`src/hw/rtl/quantized_sync_pattern_search_defines.svh`:
```
// Assertion macros shared by the sync search RTL.
`ifndef QUANTIZED_SYNC_PATTERN_SEARCH_DEFINES_SVH
`define QUANTIZED_SYNC_PATTERN_SEARCH_DEFINES_SVH

// Same-cycle implication, checked on aclk outside reset.
`define QSPS_ASSERT_IMP(label, ante, cons) \
    label: assert property (@(posedge aclk) disable iff (!aresetn) (ante) |-> (cons)) \
        else $error("qsps: same-cycle check failed");

// Next-cycle implication, checked on aclk outside reset.
`define QSPS_ASSERT_NXT(label, ante, cons) \
    label: assert property (@(posedge aclk) disable iff (!aresetn) (ante) |=> (cons)) \
        else $error("qsps: next-cycle check failed");

`endif

```
`src/hw/rtl/qsps_pkg.sv`:
```
package qsps_pkg;

    // Segment and pattern geometry
    localparam int SEG_LEN    = 5;
    localparam int PAT_LEN    = 16;
    localparam int HIST_DEPTH = SEG_LEN * (PAT_LEN - 1) + 1;
    localparam int SPAN       = SEG_LEN * PAT_LEN;

    // Field and datapath widths
    localparam int SMP_W     = 16;
    localparam int SUM_W     = 20;
    localparam int DVD_W     = 20;
    localparam int DIVISOR_W = 18;
    localparam int HOLD_W    = 20;
    localparam int IDX_W     = 32;
    localparam int OUT_W     = 40;

    // Divider sequencing: one quotient bit per step
    localparam int DIV_STEPS = DVD_W;
    localparam int CNT_W     = $clog2(DIV_STEPS + 1);

    // Register map (index = paddr[3:2])
    localparam logic [1:0] REG_QUANT_STEP   = 2'd0;
    localparam logic [1:0] REG_SYNC_PATTERN = 2'd1;
    localparam logic [1:0] REG_HOLDOFF_LEN  = 2'd2;

    localparam logic [DIVISOR_W-1:0] QUANT_STEP_RST   = 18'd131072;
    localparam logic [PAT_LEN-1:0]   SYNC_PATTERN_RST = 16'd30111;
    localparam logic [HOLD_W-1:0]    HOLDOFF_LEN_RST  = 20'd65615;

    // Divider request and status
    typedef struct packed {
        logic                 start;
        logic [DVD_W-1:0]     dividend;
        logic [DIVISOR_W-1:0] divisor;
    } div_ctrl_t;

    typedef struct packed {
        logic done;
        logic parity;
    } div_stat_t;

endpackage

```
`src/hw/rtl/qsps_div.sv`:
```
module qsps_div (
    input  logic                aclk,
    input  logic                aresetn,
    input  qsps_pkg::div_ctrl_t ctrl,
    output qsps_pkg::div_stat_t stat
);

    logic                           busy_reg, busy_next;
    logic [qsps_pkg::CNT_W-1:0]     cnt_reg, cnt_next;
    logic                           done_reg, done_next;
    logic                           parity_reg, parity_next;
    logic [qsps_pkg::DVD_W-1:0]     dvd_reg, dvd_next;
    logic [qsps_pkg::DIVISOR_W-1:0] dsr_reg, dsr_next;
    logic [qsps_pkg::DIVISOR_W-1:0] rem_reg, rem_next;

    logic [qsps_pkg::DIVISOR_W:0]   trial;
    logic [qsps_pkg::DIVISOR_W:0]   diff;
    logic                           qbit;

    // One restoring step: shift in the next dividend bit, subtract if it fits
    assign trial = {rem_reg, dvd_reg[qsps_pkg::DVD_W-1]};
    assign diff  = trial - {1'b0, dsr_reg};
    assign qbit  = (trial >= {1'b0, dsr_reg});

    // Sequence the steps
    always_comb begin
        busy_next   = busy_reg;
        cnt_next    = cnt_reg;
        done_next   = 1'b0;
        parity_next = parity_reg;
        dvd_next    = dvd_reg;
        dsr_next    = dsr_reg;
        rem_next    = rem_reg;
        if (ctrl.start) begin
            busy_next = 1'b1;
            cnt_next  = qsps_pkg::CNT_W'(qsps_pkg::DIV_STEPS);
            dvd_next  = ctrl.dividend;
            dsr_next  = ctrl.divisor;
            rem_next  = '0;
        end else if (busy_reg) begin
            cnt_next = cnt_reg - 1'b1;
            dvd_next = {dvd_reg[qsps_pkg::DVD_W-2:0], 1'b0};
            rem_next = qbit ? diff[qsps_pkg::DIVISOR_W-1:0] : trial[qsps_pkg::DIVISOR_W-1:0];
            // The last step yields the quotient LSB
            if (cnt_reg == qsps_pkg::CNT_W'(1)) begin
                busy_next   = 1'b0;
                done_next   = 1'b1;
                parity_next = qbit;
            end
        end
    end

    always_ff @(posedge aclk) begin
        if (!aresetn) begin
            busy_reg <= 1'b0;
            cnt_reg  <= '0;
            done_reg <= 1'b0;
        end else begin
            busy_reg <= busy_next;
            cnt_reg  <= cnt_next;
            done_reg <= done_next;
        end
    end

    always_ff @(posedge aclk) begin
        parity_reg <= parity_next;
        dvd_reg    <= dvd_next;
        dsr_reg    <= dsr_next;
        rem_reg    <= rem_next;
    end

    assign stat.done   = done_reg;
    assign stat.parity = parity_reg;

endmodule

```
`src/hw/rtl/quantized_sync_pattern_search.sv`:
```
// Sync pattern search over quantized five-sample segment sums. Each input
// transaction carries one signed 16-bit sample; each produces exactly one
// result transaction with sync_found and, on a hit, the index of the first
// sync sample (sync_start, zero otherwise). Each sample passes through the
// sequencer states in order: IDLE takes it and updates the running sum, PREP
// forms the dividend, DIV runs the bit-serial restoring divider and DONE
// tests the pattern and loads the result register, waiting while that
// register is still full. s_tready is high only while the sequencer is idle;
// a result may wait in the output register while the next sample is accepted.
// Registers sit on the APB port at 0x0 quant_step, 0x4 sync_pattern, 0x8
// holdoff_len and should be written only while no sample is in flight.
`include "quantized_sync_pattern_search_defines.svh"

module quantized_sync_pattern_search (
    input  logic        aclk,
    input  logic        aresetn,
    // Sample stream
    input  logic        s_tvalid,
    output logic        s_tready,
    input  logic [15:0] s_tdata,   // [15:0] sample
    // Result stream
    output logic        m_tvalid,
    input  logic        m_tready,
    output logic [39:0] m_tdata,   // [0] sync_found, [32:1] sync_start, [39:33] zero
    // Configuration
    input  logic        psel,
    input  logic        penable,
    input  logic        pwrite,
    input  logic [3:0]  paddr,
    input  logic [31:0] pwdata,
    output logic [31:0] prdata,
    output logic        pready
);

    typedef enum logic [3:0] {
        ST_IDLE = 4'b0001,
        ST_PREP = 4'b0010,
        ST_DIV  = 4'b0100,
        ST_DONE = 4'b1000
    } state_t;

    state_t state_reg, state_next;

    logic [qsps_pkg::DIVISOR_W-1:0]  quant_step_reg;
    logic [qsps_pkg::PAT_LEN-1:0]    sync_pattern_reg;
    logic [qsps_pkg::HOLD_W-1:0]     holdoff_len_reg;

    logic signed [qsps_pkg::SMP_W-1:0] recent_reg [qsps_pkg::SEG_LEN];
    logic signed [qsps_pkg::SUM_W-1:0] sum_reg, sum_next;
    logic [qsps_pkg::HIST_DEPTH-1:0]   hist_reg, hist_next;
    logic [qsps_pkg::IDX_W-1:0]        index_reg;
    logic [qsps_pkg::HOLD_W-1:0]       holdoff_reg, holdoff_next;
    logic                              parity_reg;
    logic                              m_tvalid_reg, m_tvalid_next;
    logic [qsps_pkg::OUT_W-1:0]        m_tdata_reg;

    qsps_pkg::div_ctrl_t div_ctrl;
    qsps_pkg::div_stat_t div_stat;

    logic                              in_xact;
    logic                              cfg_wr;
    logic [1:0]                        cfg_idx;
    logic                              finish;
    logic                              match;
    logic                              detect;
    logic [qsps_pkg::IDX_W-1:0]        start_idx;
    logic [qsps_pkg::DIVISOR_W-1:0]    divisor;
    logic signed [qsps_pkg::SUM_W:0]   sum_ext;
    logic [qsps_pkg::SUM_W:0]          neg_adj;
    logic signed [qsps_pkg::SUM_W-1:0] smp_ext;
    logic signed [qsps_pkg::SUM_W-1:0] old_ext;

    // Handshakes
    assign s_tready = (state_reg == ST_IDLE);
    assign in_xact  = s_tvalid && s_tready;
    assign finish   = (state_reg == ST_DONE) && (!m_tvalid_reg || m_tready);
    assign cfg_wr   = psel && penable && pwrite;
    assign cfg_idx  = paddr[3:2];
    assign pready   = 1'b1;

    // Configuration writes
    always_ff @(posedge aclk) begin
        if (!aresetn) begin
            quant_step_reg   <= qsps_pkg::QUANT_STEP_RST;
            sync_pattern_reg <= qsps_pkg::SYNC_PATTERN_RST;
            holdoff_len_reg  <= qsps_pkg::HOLDOFF_LEN_RST;
        end else if (cfg_wr) begin
            unique case (cfg_idx)
                qsps_pkg::REG_QUANT_STEP:
                    quant_step_reg <= pwdata[qsps_pkg::DIVISOR_W-1:0];
                qsps_pkg::REG_SYNC_PATTERN:
                    sync_pattern_reg <= pwdata[qsps_pkg::PAT_LEN-1:0];
                qsps_pkg::REG_HOLDOFF_LEN:
                    holdoff_len_reg <= pwdata[qsps_pkg::HOLD_W-1:0];
                default: ;
            endcase
        end
    end

    // Register readback
    always_comb begin
        unique case (cfg_idx)
            qsps_pkg::REG_QUANT_STEP:   prdata = 32'(quant_step_reg);
            qsps_pkg::REG_SYNC_PATTERN: prdata = 32'(sync_pattern_reg);
            qsps_pkg::REG_HOLDOFF_LEN:  prdata = 32'(holdoff_len_reg);
            default:                    prdata = '0;
        endcase
    end

    // Running segment sum: add the new sample, drop the oldest
    assign smp_ext  = qsps_pkg::SUM_W'(signed'(s_tdata));
    assign old_ext  = qsps_pkg::SUM_W'(recent_reg[qsps_pkg::SEG_LEN-1]);
    assign sum_next = sum_reg - old_ext + smp_ext;

    always_ff @(posedge aclk) begin
        if (!aresetn) begin
            sum_reg <= '0;
            for (int i = 0; i < qsps_pkg::SEG_LEN; i++) begin
                recent_reg[i] <= '0;
            end
        end else if (in_xact) begin
            sum_reg       <= sum_next;
            recent_reg[0] <= signed'(s_tdata);
            for (int i = 1; i < qsps_pkg::SEG_LEN; i++) begin
                recent_reg[i] <= recent_reg[i-1];
            end
        end
    end

    // Dividend: floor division of a negative sum uses the ceiling of its magnitude
    assign divisor  = (quant_step_reg == '0) ? qsps_pkg::DIVISOR_W'(1) : quant_step_reg;
    assign sum_ext  = {sum_reg[qsps_pkg::SUM_W-1], sum_reg};
    assign neg_adj  = (qsps_pkg::SUM_W+1)'(-sum_ext)
                    + (qsps_pkg::SUM_W+1)'(divisor) - 1'b1;

    always_comb begin
        div_ctrl.start    = (state_reg == ST_PREP);
        div_ctrl.divisor  = divisor;
        div_ctrl.dividend = sum_reg[qsps_pkg::SUM_W-1] ? neg_adj[qsps_pkg::DVD_W-1:0]
                                                        : qsps_pkg::DVD_W'(sum_reg);
    end

    qsps_div u_div (
        .aclk    (aclk),
        .aresetn (aresetn),
        .ctrl    (div_ctrl),
        .stat    (div_stat)
    );

    // Pattern test on the history with the new parity shifted in
    assign hist_next = {hist_reg[qsps_pkg::HIST_DEPTH-2:0], parity_reg};

    always_comb begin
        match = 1'b1;
        for (int i = 0; i < qsps_pkg::PAT_LEN; i++) begin
            if (hist_next[qsps_pkg::SEG_LEN * (qsps_pkg::PAT_LEN - 1 - i)]
                    != sync_pattern_reg[i]) begin
                match = 1'b0;
            end
        end
    end

    assign detect    = (holdoff_reg == '0) && (index_reg >= qsps_pkg::IDX_W'(qsps_pkg::SPAN))
                     && match;
    assign start_idx = index_reg - qsps_pkg::IDX_W'(qsps_pkg::SPAN - 1);

    // Holdoff: count down, or load after a detected sync
    always_comb begin
        holdoff_next = holdoff_reg;
        if (holdoff_reg != '0) begin
            holdoff_next = holdoff_reg - 1'b1;
        end else if (detect) begin
            holdoff_next = holdoff_len_reg;
        end
    end

    // Sequencer
    always_comb begin
        state_next = state_reg;
        unique case (state_reg)
            ST_IDLE: if (in_xact) state_next = ST_PREP;
            ST_PREP: state_next = ST_DIV;
            ST_DIV:  if (div_stat.done) state_next = ST_DONE;
            ST_DONE: if (finish) state_next = ST_IDLE;
            default: state_next = ST_IDLE;
        endcase
    end

    // Output register: hold until taken
    always_comb begin
        m_tvalid_next = m_tvalid_reg;
        if (finish) begin
            m_tvalid_next = 1'b1;
        end else if (m_tready) begin
            m_tvalid_next = 1'b0;
        end
    end

    always_ff @(posedge aclk) begin
        if (!aresetn) begin
            state_reg    <= ST_IDLE;
            hist_reg     <= '0;
            index_reg    <= '0;
            holdoff_reg  <= '0;
            m_tvalid_reg <= 1'b0;
        end else begin
            state_reg    <= state_next;
            m_tvalid_reg <= m_tvalid_next;
            if (finish) begin
                hist_reg    <= hist_next;
                index_reg   <= index_reg + 1'b1;
                holdoff_reg <= holdoff_next;
            end
        end
    end

    always_ff @(posedge aclk) begin
        if ((state_reg == ST_DIV) && div_stat.done) begin
            parity_reg <= div_stat.parity;
        end
        if (finish) begin
            m_tdata_reg <= {7'b0, detect ? start_idx : qsps_pkg::IDX_W'(0), detect};
        end
    end

    assign m_tvalid = m_tvalid_reg;
    assign m_tdata  = m_tdata_reg;

    `QSPS_ASSERT_IMP(a_nosync_zero_start, m_tvalid && !m_tdata[0], m_tdata[32:1] == '0)
    `QSPS_ASSERT_NXT(a_holdoff_counts, finish && (holdoff_reg != '0), holdoff_reg == $past(holdoff_reg) - 1'b1)
    `QSPS_ASSERT_NXT(a_sync_loads_holdoff, finish && detect, holdoff_reg == $past(holdoff_len_reg))
    `QSPS_ASSERT_IMP(a_div_done_in_div, div_stat.done, state_reg == ST_DIV)

endmodule
```
`config.mk`:
```
export PLATFORM = sky130hd
export DESIGN_NAME = quantized_sync_pattern_search
export DESIGN_NICKNAME = d
export VERILOG_FILES = /design/src/hw/rtl/qsps_pkg.sv /design/src/hw/rtl/qsps_div.sv /design/src/hw/rtl/quantized_sync_pattern_search.sv
export VERILOG_INCLUDE_DIRS = /design/src /design/src/hw/rtl
export SDC_FILE = /design/constraint.sdc
export NUM_CORES = 1
export LEC_CHECK = 0
export ABC_AREA = 1
export BUFFER_PORTS_ARGS = -buffer_cell sky130_fd_sc_hd__buf_2
export CORE_UTILIZATION = 55
export CTS_BUF_LIST = sky130_fd_sc_hd__clkbuf_16
export DETAILED_ROUTE_END_ITERATION = 7
export GPL_TIMING_DRIVEN = 0
export PLACE_DENSITY_LB_ADDON = 0.08
export SYNTH_ARGS = -nofsm -noshare
export SYNTH_HDL_FRONTEND = slang
export SYNTH_SLANG_ARGS = --single-unit
export TNS_END_PERCENT = 5
```
`constraint.sdc`:
```
create_clock -name aclk -period 4.6 [get_ports aclk]
set_clock_uncertainty 0.05 [all_clocks]
set_input_delay 0 -clock aclk [delete_from_list [all_inputs] [get_ports aclk]]
set_output_delay 0 -clock aclk [all_outputs]
set_load 0.005 [all_outputs]
```
==> results.md <==
- The flow ran to the end, and the final reports show no timing, DRC or antenna violations.
- The setup TNS after final layout is 0 ps.
- The routed design has 57700 µm of wire.
- In this run the remaining antenna-violating nets after routing total 0.
- The launching element type of the critical path is a flop.
- For this run, the total global-route usage over all layers was measured as 0.300.
- Input and output buffers added on the ports amount to 98.
- The max capacitance violation total is 0.
- Of the post-synthesis cell area, the dominant cell type holds 0.221.
- In this design, the largest share of critical-path delay is due to simple AND/OR/NAND/NOR gates.
- The post-route cell area is 24000 µm².
- Buffers added to address setup during post-CTS repair amount to 0.
- Entering global routing, the biggest net connects 69 pins.
- Counting the fill cells in the layout gives 3417.
- The clock transition at the register clock pins on the worst setup and hold paths after CTS is 60 ps.
- Counting distinct cell types in the post-synthesis netlist gives 49.
- The DRC violations left is 0.
- The clock latency at the later pin of the worst-skew pair is 570 ps.
- The clock tree root buffer cell is sky130_fd_sc_hd__clkbuf_16.
- The antenna diode count is 0.
- The number of failing hold endpoints at the final stage is 0.
- The measured slew at the worst slew-check pin is 914 ps.
- The die covers 38900 µm².
- The max-slew violation total from the final report came to 0.
- Synthesis produced 2816 cells.
- Once the clock tree was built, the resizer swapped 0 gates to a different size.
- Setup repair after global routing left no endpoint under its margin.
- The number of antenna violations at the first check in global routing is 0.
- The starting density of the core is 0.558.
- Walking the worst path, the cells encountered are nor4_1 > nand4_1 > o31ai_1 > ha_1 > fa_1 > nand3_1 > nand3_1 > nand2_1 > nand2_1 > nand3_1 > nand3_1 > nand3_1 > nand2_1 > nand2_1.
- The main flop type after synthesis is sky130_fd_sc_hd__dfxtp_1.
- The critical-path cell with the highest stage delay is sky130_fd_sc_hd__o31ai_1.
- The maximum resistive drop on vdd is 0.000423 V.
- Routability-driven placement finished with a final weighted congestion of 0.937.
- The count of standard-cell rows is 71.
- The top fanout value on the critical path is 4.
- The average size of a mapped cell is 7.44 µm².
- STA puts the critical path data required time at 4860 ps.
- In this run the power density over the cells is 446 nW/µm².
- The number of flip-flops under the largest register name is 80.
- Buffers inserted to repair hold after CTS numbered 41.
- The area added between synthesis and finish is 14.3%.
- For this run, the post-layout net count is 3161.
- Setup violations remaining at the end of the flow were counted as 0.
- Derived from the worst setup path, the maximum achievable clock frequency is 0.293 GHz.
- The final worst slack is 1190 ps.
- The total of flip-flops plus latches after synthesis is 384.
- In the post-synthesis netlist, the biggest area contributors are sky130_fd_sc_hd__dfxtp_1, sky130_fd_sc_hd__edfxtp_1, sky130_fd_sc_hd__nand2_1.
- The worst path buffer plus inverter count is 0.
- The worst slack on hold paths is 98.7 ps.
- The global-route wire length before repair is 91500 µm.
- The number of flops mapped to enable cells by yosys is 153.
- The via count of the first global-routing pass is 17800.
- The via count normalized by instance count is 5.28.
- The maximum clock path buffer count is 3.
- The post-synthesis instance area is 21000 µm².
- The first-pass iteration count of the detailed router is 7.
- The total congestion overflow is 0.
- STA classifies the critical path endpoint as a flop.
- The setup slack after placement is 1210 ps.
- Of the available clock period, the critical path in the final layout requires 0.742.
- The worst setup slack for register-to-register paths is 1190 ps.
- sky130_fd_sc_hd__dfxtp_1 takes more of the synthesized area than any other cell.
- For this design the top-level I/O count stands at 134.
- The post-route minimum period is 3410 ps.
- The total CTS buffers is 42.
- Measured along the y axis, the die boundary spans 197 µm.
- The CTS tree is done.
- The vias after detailed routing is 18800.
- Dividing the detail-routed wire length by the instance count gives 16.2 µm.
- The Yosys warning count is 0.
- The number of sinks on the clock net is 384.
- The HPWL after detailed placement is 43300 µm.
- The first routing iteration left 1255 violations.
- The die is 197 µm wide.
- The async set-or-reset flop fraction in the synthesized netlist is 0.
- The critical path's most frequent cell is sky130_fd_sc_hd__nand3_1.
- The headroom to the max-slew limit is 0.385.
- After detailed placement, the total cell area comes to 22200 µm².
- The data arrival time of the critical path is 3670 ps.
- For this design the static power due to leakage is 11.2 nW.
- The core region is 37600 µm².
- The share of layout cells above drive strength 1 is 0.0865.
- The largest single stage delay on the critical path is 750 ps.
- The H-tree level count is 2.
- For this run, the register share of the synthesized area comes to 0.440.
- The start-to-end type of the worst setup path is flop to flop.
- The min-delay analysis places its worst path in the category input pin to flop.
## placed cells by master, fill, tap and decap left out, types with 10 or more instances in the layout
| master | count |
|---|---|
| sky130_fd_sc_hd__fa_1 | 21 |
| sky130_fd_sc_hd__o22ai_1 | 11 |
| sky130_fd_sc_hd__nand3_1 | 119 |
| sky130_fd_sc_hd__nor3_1 | 47 |
| sky130_fd_sc_hd__nand4_1 | 38 |
| sky130_fd_sc_hd__ha_1 | 63 |
| sky130_fd_sc_hd__dfxtp_1 | 231 |
| sky130_fd_sc_hd__inv_2 | 12 |
| sky130_fd_sc_hd__clkbuf_1 | 81 |
| sky130_fd_sc_hd__nor2_1 | 508 |
| sky130_fd_sc_hd__clkinv_1 | 11 |
| sky130_fd_sc_hd__dlygate4sd3_1 | 41 |
| sky130_fd_sc_hd__xnor2_1 | 26 |
| sky130_fd_sc_hd__xor2_1 | 34 |
| sky130_fd_sc_hd__buf_2 | 120 |
| sky130_fd_sc_hd__nand3b_1 | 10 |
| sky130_fd_sc_hd__nand2_1 | 552 |
| sky130_fd_sc_hd__nor2_2 | 17 |
| sky130_fd_sc_hd__o21ai_1 | 12 |
| sky130_fd_sc_hd__inv_1 | 368 |
| sky130_fd_sc_hd__buf_4 | 22 |
| sky130_fd_sc_hd__o21ai_0 | 204 |
| sky130_fd_sc_hd__conb_1 | 20 |
| sky130_fd_sc_hd__o211ai_1 | 20 |
| sky130_fd_sc_hd__edfxtp_1 | 153 |
| sky130_fd_sc_hd__a21oi_1 | 175 |
| sky130_fd_sc_hd__clkbuf_16 | 45 |
## per-layer routing
metal / global-route usage / vias up / wire length, µm
li1: - / 9452 / -
met1: 0.392 / 8723 / 25800
met2: 0.506 / 532 / 27100
met3: 0.0389 / 109 / 3100
met4: 0.111 / 0 / 1700
met5: 0 / - / 0
## worst min-delay path: stages
cell and delay [ps]:
sky130_fd_sc_hd__buf_2 100, sky130_fd_sc_hd__nor2_1 80, sky130_fd_sc_hd__inv_2 180, sky130_fd_sc_hd__nor2_1 140, sky130_fd_sc_hd__nand2_1 80, sky130_fd_sc_hd__o211ai_1 80
## logic make-up (layout without fill, tap and decap cells)
| group | after synthesis | in the layout | share of synthesized area |
|---|---|---|---|
| buffers and inverters | 510 | 727 | 0.0987 |
| XOR/XNOR | 60 | 60 | 0.0251 |
| AO/OA/AOI/OAI | 445 | 445 | 0.112 |
| adder cells (fa/ha/maj) | 84 | 84 | 0.0577 |
| other | 2 | 20 | 0.000358 |
| AND/OR/NAND/NOR | 1331 | 1331 | 0.266 |
| flip-flops | 384 | 384 | 0.440 |
## metrics by stage
step / power [mW] / util / instances
after detailed placement: 7.31 / 0.590 / 3444
after global placement: 7.29 / 0.590 / 3443
final: 10.7 / 0.638 / 3562
after CTS: 10.7 / 0.638 / 3562
after floorplan: 6.49 / - / 2834
after global routing: 11.4 / 0.638 / 3562
## report_power, final
group | leakage (nW) | switching, mW | internal [mW]
Clock | 0.689 | 1.41 | 1.93
Sequential | 3.42 | 0.117 | 3.78
Combinational | 7.05 | 2.27 | 1.17
## cells in the mapped netlist (all sizes together), types with 4 or more instances
cell type and number:
nand3b 11, nor3 51, ha 63, fa 21
nor2 530, nor4 5, o21ai 216, nand3 121
xnor2 26, xor2 34, nor3b 6, inv 370
a31oi 4, dfxtp 231, o22ai 11, nand4 39
a21oi 175, o211ai 20, edfxtp 153, buf 55
clkbuf 82, o221ai 6, nand2 561, or2 4
## area by class of cell
cell class	instances	area, µm²	share of cell area
sequential	384	9220	0.385
tap	511	639	0.0267
timing repair buffer	140	928	0.0388
buffer	137	673	0.0281
inverter	373	1400	0.0584
clock inverter	32	233	0.00971
clock buffer	45	1130	0.0470
multi-input combinational	1940	9740	0.406
## worst paths after layout
kind / to / cells after the start / startpoint
min: holdoff_len_reg[1]$_SDFFE_PN1P_ / 6 / paddr[2]
max reg2reg: u_div.dvd_reg[16]$_DFFE_PP_ / 14 / quant_step_reg[12]$_SDFFE_PN0P_
max: u_div.dvd_reg[16]$_DFFE_PP_ / 14 / quant_step_reg[12]$_SDFFE_PN0P_
min reg2reg: sum_reg[16]$_SDFFE_PN0P_ / 2 / sum_reg[16]$_SDFFE_PN0P_
No activity file was read; power rests on OpenSTA's default activity.
